<file path="src/hdl/lmsc_pkg.sv">
// Shared types and constants of the LED matrix shadow command generator.
`default_nettype none

package lmsc_pkg;

    localparam int NUM_ROWS = 8;
    localparam int ROW_W    = (NUM_ROWS > 1) ? $clog2(NUM_ROWS) : 1;

    localparam logic [3:0] OP_LED      = 4'd0;
    localparam logic [3:0] OP_ROW      = 4'd1;
    localparam logic [3:0] OP_COLUMN   = 4'd2;
    localparam logic [3:0] OP_CLEAR    = 4'd3;
    localparam logic [3:0] OP_PWRDN    = 4'd4;
    localparam logic [3:0] OP_SCAN     = 4'd5;
    localparam logic [3:0] OP_BRIGHT   = 4'd6;
    localparam logic [3:0] OP_DIGIT    = 4'd7;
    localparam logic [3:0] OP_TRANSMIT = 4'd8;

    localparam logic [3:0] REG_INTENSITY = 4'd10;
    localparam logic [3:0] REG_SCANLIMIT = 4'd11;
    localparam logic [3:0] REG_SHUTDOWN  = 4'd12;

    localparam logic [7:0] LEFT_COLUMN     = 8'h80;
    localparam logic [7:0] SCANLIMIT_LIMIT = 8'd8;
    localparam logic [7:0] INTENSITY_LIMIT = 8'd16;

    typedef logic [NUM_ROWS-1:0] t_row_mask;

    typedef struct packed {
        logic [3:0] opcode;
        logic [3:0] position;
        logic [7:0] value;
        logic       turn_on;
        logic       decimal_point;
        logic       defer_send;
        logic       changed_only;
    } t_in_req;

    typedef struct packed {
        logic [3:0] reg_address;
        logic [7:0] reg_data;
        logic       last_of_run;
    } t_out_req;

    typedef struct packed {
        logic             we;
        logic             re;
        logic [ROW_W-1:0] addr;
        logic [7:0]       wdata;
    } t_mem_req;

    typedef enum logic [1:0] {
        S_IDLE,
        S_READ,
        S_MODIFY,
        S_CTRL
    } t_state;

endpackage

`default_nettype wire

</file>
<file path="src/hdl/lmsc_row_mem.sv">
// Row shadow memory: synchronous read, one write port, per-row valid bits for reset-to-zero.
`default_nettype none

module lmsc_row_mem (
    input  wire logic              i_clk,
    input  wire logic              i_rst_n,
    input  wire lmsc_pkg::t_mem_req i_req,
    output logic [7:0]             o_rd_data
);

    logic [7:0]                r_mem [lmsc_pkg::NUM_ROWS];
    lmsc_pkg::t_row_mask       r_vld;
    logic [7:0]                r_rd_data;
    logic                      r_rd_vld;

    always_ff @(posedge i_clk) begin
        if (i_req.we) begin
            r_mem[i_req.addr] <= i_req.wdata;
        end
        if (i_req.re) begin
            r_rd_data <= r_mem[i_req.addr];
        end
    end

    always_ff @(posedge i_clk) begin
        if (!i_rst_n) begin
            r_vld    <= '0;
            r_rd_vld <= 1'b0;
        end else begin
            if (i_req.we) begin
                r_vld[i_req.addr] <= 1'b1;
            end
            if (i_req.re) begin
                r_rd_vld <= r_vld[i_req.addr];
            end
        end
    end

    assign o_rd_data = r_rd_vld ? r_rd_data : 8'h00;

endmodule

`default_nettype wire

</file>
<file path="src/hdl/led_matrix_shadow_command_gen.sv">
// Top level: command decode, row read-modify-write sequencer and output word register.
//
//   channel  | valid   | ready   | payload
//   ---------+---------+---------+------------------------
//   command  | i_valid | o_ready | i_in  (t_in_req)
//   word     | o_valid | i_ready | o_out (t_out_req)
//
// A row command is accepted, then takes a read step and a modify/write/emit step per
// selected row, and a skip in the read state per unselected row below the last
// selected one; column, clear and full transmit select all rows.
// Shutdown, scan limit and intensity go through the control step; ignored commands stay idle.
// The single-port row memory sets the per-row pace. Reset clears the rows via valid bits.
// A stalled output word holds the sequencer in its modify or control step.
`default_nettype none

module led_matrix_shadow_command_gen (
    input  wire logic               i_clk,
    input  wire logic               i_rst_n,
    input  wire logic               i_valid,
    output logic                    o_ready,
    input  wire lmsc_pkg::t_in_req  i_in,
    output logic                    o_valid,
    input  wire logic               i_ready,
    output lmsc_pkg::t_out_req      o_out
);

    lmsc_pkg::t_state     r_state, n_state;
    lmsc_pkg::t_in_req    r_cmd, n_cmd;
    lmsc_pkg::t_row_mask  r_sel, n_sel;
    lmsc_pkg::t_row_mask  r_pending, n_pending;
    logic [lmsc_pkg::ROW_W-1:0] r_row, n_row;
    lmsc_pkg::t_out_req   r_out, n_out;
    lmsc_pkg::t_out_req   r_ctrl, n_ctrl;
    logic                 r_out_valid, n_out_valid;

    lmsc_pkg::t_mem_req   mem_req;
    logic [7:0]           rd_data;

    logic                 accept;
    logic                 go_mem;
    logic                 go_ctrl;
    logic                 pos_ok;
    lmsc_pkg::t_row_mask  acc_sel;
    lmsc_pkg::t_out_req   acc_ctrl;
    lmsc_pkg::t_row_mask  higher;
    logic                 row_last;
    logic                 out_free;
    logic [7:0]           new_row;
    logic [7:0]           led_mask;
    logic [7:0]           col_mask;
    logic                 col_bit;
    logic [7:0]           pattern;
    logic                 emit;
    logic                 do_write;
    logic                 proceed;

    lmsc_row_mem u_row_mem (
        .i_clk     (i_clk),
        .i_rst_n   (i_rst_n),
        .i_req     (mem_req),
        .o_rd_data (rd_data)
    );

    assign o_ready  = (r_state == lmsc_pkg::S_IDLE);
    assign accept   = i_valid && o_ready;
    assign out_free = !r_out_valid || i_ready;
    assign o_valid  = r_out_valid;
    assign o_out    = r_out;

    // command decode at acceptance
    always_comb begin
        pos_ok   = (i_in.position < 4'(lmsc_pkg::NUM_ROWS));
        go_mem   = 1'b0;
        go_ctrl  = 1'b0;
        acc_sel  = lmsc_pkg::t_row_mask'(1) << i_in.position[lmsc_pkg::ROW_W-1:0];
        acc_ctrl = '0;
        unique case (i_in.opcode)
            lmsc_pkg::OP_LED: begin
                go_mem = pos_ok && (i_in.value < 8'd8);
            end
            lmsc_pkg::OP_ROW, lmsc_pkg::OP_DIGIT: begin
                go_mem = pos_ok;
            end
            lmsc_pkg::OP_COLUMN: begin
                go_mem  = pos_ok;
                acc_sel = '1;
            end
            lmsc_pkg::OP_CLEAR: begin
                go_mem  = 1'b1;
                acc_sel = '1;
            end
            lmsc_pkg::OP_TRANSMIT: begin
                acc_sel = i_in.changed_only ? r_pending : '1;
                go_mem  = (acc_sel != '0);
            end
            lmsc_pkg::OP_PWRDN: begin
                go_ctrl              = 1'b1;
                acc_ctrl.reg_address = lmsc_pkg::REG_SHUTDOWN;
                acc_ctrl.reg_data    = {7'd0, !i_in.turn_on};
            end
            lmsc_pkg::OP_SCAN: begin
                go_ctrl              = (i_in.value < lmsc_pkg::SCANLIMIT_LIMIT);
                acc_ctrl.reg_address = lmsc_pkg::REG_SCANLIMIT;
                acc_ctrl.reg_data    = i_in.value;
            end
            lmsc_pkg::OP_BRIGHT: begin
                go_ctrl              = (i_in.value < lmsc_pkg::INTENSITY_LIMIT);
                acc_ctrl.reg_address = lmsc_pkg::REG_INTENSITY;
                acc_ctrl.reg_data    = i_in.value;
            end
            default: begin
                go_mem  = 1'b0;
                go_ctrl = 1'b0;
            end
        endcase
        acc_ctrl.last_of_run = 1'b1;
    end

    // row modify datapath
    always_comb begin
        for (int i = 0; i < lmsc_pkg::NUM_ROWS; i++) begin
            higher[i] = (i > int'(r_row));
        end
        row_last = ((r_sel & higher) == '0);
        led_mask = lmsc_pkg::LEFT_COLUMN >> r_cmd.value[2:0];
        col_mask = lmsc_pkg::LEFT_COLUMN >> r_cmd.position[2:0];
        col_bit  = r_cmd.value[3'd7 - 3'(r_row)];
        pattern  = r_cmd.value | (r_cmd.decimal_point ? lmsc_pkg::LEFT_COLUMN : 8'h00);
        new_row  = rd_data;
        emit     = 1'b1;
        do_write = 1'b1;
        unique case (r_cmd.opcode)
            lmsc_pkg::OP_LED: begin
                new_row = r_cmd.turn_on ? (rd_data | led_mask) : (rd_data & ~led_mask);
            end
            lmsc_pkg::OP_ROW: begin
                new_row = r_cmd.value;
            end
            lmsc_pkg::OP_COLUMN: begin
                new_row = col_bit ? (rd_data | col_mask) : (rd_data & ~col_mask);
            end
            lmsc_pkg::OP_CLEAR: begin
                new_row = 8'h00;
            end
            lmsc_pkg::OP_DIGIT: begin
                new_row  = pattern;
                do_write = (rd_data != pattern);
                emit     = do_write && !r_cmd.defer_send;
            end
            default: begin
                do_write = 1'b0;
            end
        endcase
        proceed = !emit || out_free;
    end

    // next state
    always_comb begin
        n_state = r_state;
        unique case (r_state)
            lmsc_pkg::S_IDLE: begin
                if (accept && go_mem) begin
                    n_state = lmsc_pkg::S_READ;
                end else if (accept && go_ctrl) begin
                    n_state = lmsc_pkg::S_CTRL;
                end
            end
            lmsc_pkg::S_READ: begin
                if (r_sel[r_row]) begin
                    n_state = lmsc_pkg::S_MODIFY;
                end
            end
            lmsc_pkg::S_MODIFY: begin
                if (proceed) begin
                    n_state = row_last ? lmsc_pkg::S_IDLE : lmsc_pkg::S_READ;
                end
            end
            lmsc_pkg::S_CTRL: begin
                if (out_free) begin
                    n_state = lmsc_pkg::S_IDLE;
                end
            end
            default: begin
                n_state = lmsc_pkg::S_IDLE;
            end
        endcase
    end

    // outputs and register updates
    always_comb begin
        n_cmd       = r_cmd;
        n_sel       = r_sel;
        n_row       = r_row;
        n_pending   = r_pending;
        n_ctrl      = r_ctrl;
        n_out       = r_out;
        n_out_valid = r_out_valid && !i_ready;
        mem_req     = '0;
        mem_req.addr  = r_row;
        mem_req.wdata = new_row;
        unique case (r_state)
            lmsc_pkg::S_IDLE: begin
                if (accept) begin
                    n_cmd  = i_in;
                    n_sel  = acc_sel;
                    n_row  = '0;
                    n_ctrl = acc_ctrl;
                    if (go_mem && (i_in.opcode == lmsc_pkg::OP_TRANSMIT)) begin
                        n_pending = r_pending & ~acc_sel;
                    end
                end
            end
            lmsc_pkg::S_READ: begin
                if (r_sel[r_row]) begin
                    mem_req.re = 1'b1;
                end else begin
                    n_row = r_row + 1'b1;
                end
            end
            lmsc_pkg::S_MODIFY: begin
                if (proceed) begin
                    mem_req.we = do_write;
                    n_row      = r_row + 1'b1;
                    if (emit) begin
                        n_out.reg_address = 4'(r_row) + 4'd1;
                        n_out.reg_data    = new_row;
                        n_out.last_of_run = row_last;
                        n_out_valid       = 1'b1;
                    end
                    if (do_write && r_cmd.defer_send
                            && (r_cmd.opcode == lmsc_pkg::OP_DIGIT)) begin
                        n_pending[r_row] = 1'b1;
                    end
                end
            end
            lmsc_pkg::S_CTRL: begin
                if (out_free) begin
                    n_out       = r_ctrl;
                    n_out_valid = 1'b1;
                end
            end
            default: begin
                n_out_valid = r_out_valid && !i_ready;
            end
        endcase
    end

    always_ff @(posedge i_clk) begin
        if (!i_rst_n) begin
            r_state     <= lmsc_pkg::S_IDLE;
            r_pending   <= '0;
            r_out_valid <= 1'b0;
        end else begin
            r_state     <= n_state;
            r_pending   <= n_pending;
            r_out_valid <= n_out_valid;
        end
    end

    always_ff @(posedge i_clk) begin
        r_cmd  <= n_cmd;
        r_sel  <= n_sel;
        r_row  <= n_row;
        r_ctrl <= n_ctrl;
        r_out  <= n_out;
    end

    a_write_in_modify: assert property (@(posedge i_clk) disable iff (!i_rst_n)
        mem_req.we |-> (r_state == lmsc_pkg::S_MODIFY))
        else $error("row write outside modify step");

    a_read_then_modify: assert property (@(posedge i_clk) disable iff (!i_rst_n)
        mem_req.re |=> (r_state == lmsc_pkg::S_MODIFY))
        else $error("row read not followed by modify step");

    a_transmit_all_clears: assert property (@(posedge i_clk) disable iff (!i_rst_n)
        (accept && (i_in.opcode == lmsc_pkg::OP_TRANSMIT) && !i_in.changed_only)
        |=> (r_pending == '0))
        else $error("full transmit left pending rows");

    a_run_not_done: assert property (@(posedge i_clk) disable iff (!i_rst_n)
        (r_out_valid && !r_out.last_of_run) |-> (r_state != lmsc_pkg::S_IDLE))
        else $error("idle while a run of words is unfinished");

endmodule

`default_nettype wire
</file>
<file path="config.mk">
export PLATFORM = sky130hd
export DESIGN_NAME = led_matrix_shadow_command_gen
export DESIGN_NICKNAME = d
export VERILOG_FILES = /design/src/hdl/lmsc_pkg.sv /design/src/hdl/lmsc_row_mem.sv /design/src/hdl/led_matrix_shadow_command_gen.sv
export SDC_FILE = /design/constraint.sdc
export NUM_CORES = 1
export LEC_CHECK = 0
export ABC_AREA = 1
export BUFFER_PORTS_ARGS = -buffer_cell sky130_fd_sc_hd__buf_2
export CAP_MARGIN = 20
export CORE_MARGIN = 4
export CORE_UTILIZATION = 61
export DETAILED_ROUTE_END_ITERATION = 8
export GPL_ROUTABILITY_DRIVEN = 0
export GPL_TIMING_DRIVEN = 0
export PLACE_DENSITY = 0.83
export SYNTH_ARGS = -nofsm -noshare
export SYNTH_HDL_FRONTEND = slang
export SYNTH_SLANG_ARGS = --single-unit
</file>
<file path="constraint.sdc">
create_clock -name i_clk -period 3.3 [get_ports i_clk]
set_input_delay 0.66 -clock i_clk [delete_from_list [all_inputs] [get_ports i_clk]]
set_output_delay 0.66 -clock i_clk [all_outputs]
set_load 0.05 [all_outputs]
</file>
==> results.cfg <==
[final_layout]
finalNetCount = 832
areaGrowthSynthToFinish_pct = 14.6
drive_gt1_share_pct = 11.8
diodes = 0

[timing]
skew_ps = 11.5
fmax_ghz = 0.362
setup_viol = 0
grt_setup_unrepaired = false
worst_slew_pin_slew_ps = 1140
drv_slew = 0
holdWs_ps = 419
hold_viol_final = 0
maxSlewHeadroom_pct = 23.9
setup-tns-final_ps = 0
finalCritPeriodShare_pct = 83.6
period_needed_ps = 2760

[global_routing]
grt_busiest_layer = met2
track_usage_pct = 29.3
use_met1_pct = 39.1
grt_pass1_vias = 5667
grt_pass1_wl_um = 29300
grt_overflow = 0
use_met3_pct = 6.53
grt_antenna_before_repair = 0
grt_max_degree = 28
met2_usage_pct = 45.5

[drt]
vias = 5928
drtIter0Drc = 789
vias_per_cell = 6.22
totalWireLength_um = 18600
wl_per_cell_um = 19.5
dr.pass1.iters = 6
ant_nets = 0
drc = 0

[placement]
dp_hpwl_um = 12500
io_buffers = 38

[status]
run_status = finished, final reports clean

[yosys]
synthCells = 741
yosysSeqAreaShare_pct = 59.9
synth_area_leaders = edfxtp_1 (54%), nand2_1 (10%), dfxtp_1 (5.7%), inv_1 (5.2%), nand3_1 (3.7%)
synth_area_per_cell_um2 = 9.43
synth_ff_type = edfxtp_1
synth.distinct_cells = 35
ys_warn_count = 0
synth_seq_cells = 146
synth-edff-count = 126
yosys.area.top_type = edfxtp_1
async_flop_share_pct = 0
mappedNetlistArea_um2 = 6990
synth_nets = 773
yosys.area.top_type_share_pct = 54.1

[critical_path]
timing.rr.start = r_cmd[18]$_DFFE_PP_
crit_cells = 9
cpPeakStageDelay_ps = 750
critPathCaptureType = flip-flop
rr_worst_depth = 9
cp_cell_sequence = nor2_1, inv_1, nor3_2, nor2_1, o21ai_0, a21oi_1, a22oi_1, nand2_1, nand2_1
cp-endpoint = o_out[6]$_DFFE_PP_
worstSetupPathType = flip-flop to flip-flop
arrival_ps = 3040
critPathBufInv = 1
r2r-end = o_out[6]$_DFFE_PP_
start_kind = flip-flop
startpoint = r_cmd[18]$_DFFE_PP_
critical_path_required_ps = 3580
worst-r2r-setup-slack_ps = 540
crit_family = compound AO/OA/AOI/OAI gates
cp_slowest_cell = a22oi_1
crit_fanout = 9

[clock_network]
cts_num_sinks = 146
cts_made_buffers = 17
cts.htree.levels = 4
clk-insertion-delay-late_ps = 430
cts_hold_buf = 0
cts_tree = built
postCtsResizedCells = 0
clockRootBuffer = clkbuf_16
cts_buffer_depth = 2
cts_setup_buffers = 0
cts.clk_slew.worst_paths_ps = 60

[die]
dieHeight_um = 115
dieWidth_um = 115
rows = 38
die_area_um2 = 13200
core_um2 = 11000
ios = 39
start_util_pct = 63.4

[power]
power_density_nw_per_um2 = 882
ir_drop_v = 0.000609
power_uw = 7070
p_leak_uw = 0.00331

[flow_run]
cap_violations = 0

[min_path]
holdCritPathClass = primary input to flip-flop
==> synth_stat cells (5+ instances only) <==
cell type and instances:
nand4_1 20, edfxtp_1 126, inv_1 97, a22oi_1 16, nand2_1 195, a221oi_1 7
ha_1 8, o21ai_0 43, buf_2 5, clkinv_1 8, nor2_1 59, a22o_1 5
nand3_1 52, nor3_1 6, a21oi_1 31, clkbuf_1 9, dfxtp_1 20
==> logic make-up (layout without fill, tap and decap cells) <==
family	after synthesis	in the layout	share of synthesized area (%)
simple gates	351	351	21.9
flops	146	146	59.9
buf+inv	120	192	6.64
compound gates	116	116	10.2
fa+ha+maj	8	8	1.43
==> worst min-delay path by stage <==
stage | cells after the start | end | slack, ps | from
6_report | 1 | r_cmd[1]$_DFFE_PP_ | 420 | i_in[1]
5_1_grt | 1 | r_cmd[2]$_DFFE_PP_ | 420 | i_in[2]
4_1_cts | 1 | r_cmd[1]$_DFFE_PP_ | 420 | i_in[1]
3_5_place_dp | 2 | u_row_mem.r_vld[6]$_SDFFE_PN0P_ | 440 | u_row_mem.r_vld[6]$_SDFFE_PN0P_
3_3_place_gp | 2 | u_row_mem.r_vld[4]$_SDFFE_PN0P_ | 440 | u_row_mem.r_vld[4]$_SDFFE_PN0P_
2_1_floorplan | 2 | u_row_mem.r_vld[4]$_SDFFE_PN0P_ | 430 | u_row_mem.r_vld[4]$_SDFFE_PN0P_
==> layout by cell type, fill, tap and decap left out, types with 3 or more instances in the layout <==
cell	count
nand2_1	195
edfxtp_1	126
inv_1	97
nor2_1	59
nand3_1	52
o21ai_0	43
buf_2	43
a21oi_1	31
nand4_1	20
dfxtp_1	20
clkbuf_16	17
a22oi_1	16
clkbuf_1	10
clkinv_1	8
ha_1	8
a221oi_1	7
nor3_1	6
a22o_1	5
nand3_2	4
nor2_2	4
nand2_2	4
o211ai_1	4
nand2_4	3
inv_8	3
bufinv_16	3
inv_6	3
clkinvlp_4	3
==> power breakdown <==
part | total, µW | switching (µW) | internal, µW
clock | 2040 | 824 | 1220
combinational | 2330 | 1740 | 590
sequential | 2690 | 180 | 2510
==> routing by layer <==
| layer | up-vias | wire [µm] |
|---|---|---|
| li1 | 2654 | - |
| met2 | 489 | 8550 |
| met3 | 87 | 2400 |
| met1 | 2698 | 6780 |
| met5 | - | 0 |
| met4 | 0 | 905 |
==> flip-flops by register name, indices dropped and copies added (netlist names) <==
name and flops:
u_row_mem.r_mem 64, r_cmd 18, o_out 13, r_ctrl 12
r_pending 8, r_sel 8, u_row_mem.r_rd_data 8, u_row_mem.r_vld 8
r_row 3, r_state 2, o_valid 1, u_row_mem.r_rd_vld 1
==> cell type report <==
cell class,count,area [µm²]
Buffer,15,70.1
Clock buffer,18,429
Clock inverter,14,198
Fill cell,724,3020
Inverter,105,394
Multi-Input combinational cell,475,2340
Sequential cell,146,4180
Tap cell,140,175
Timing Repair Buffer,40,218
==> metrics by stage <==
step           worst slack (ps)  instance area (µm²)  instances  utilization (%)
2_1_floorplan               652                 6990        741                -
3_3_place_gp                447                 7360        919             66.7
3_5_place_dp                750                 7380        921             66.9
4_1_cts                     673                 8010        953             72.6
5_1_grt                     386                 8010        953             72.6
6_report                    541                 8010        953             72.6
(Power assumes the default switching activity.)
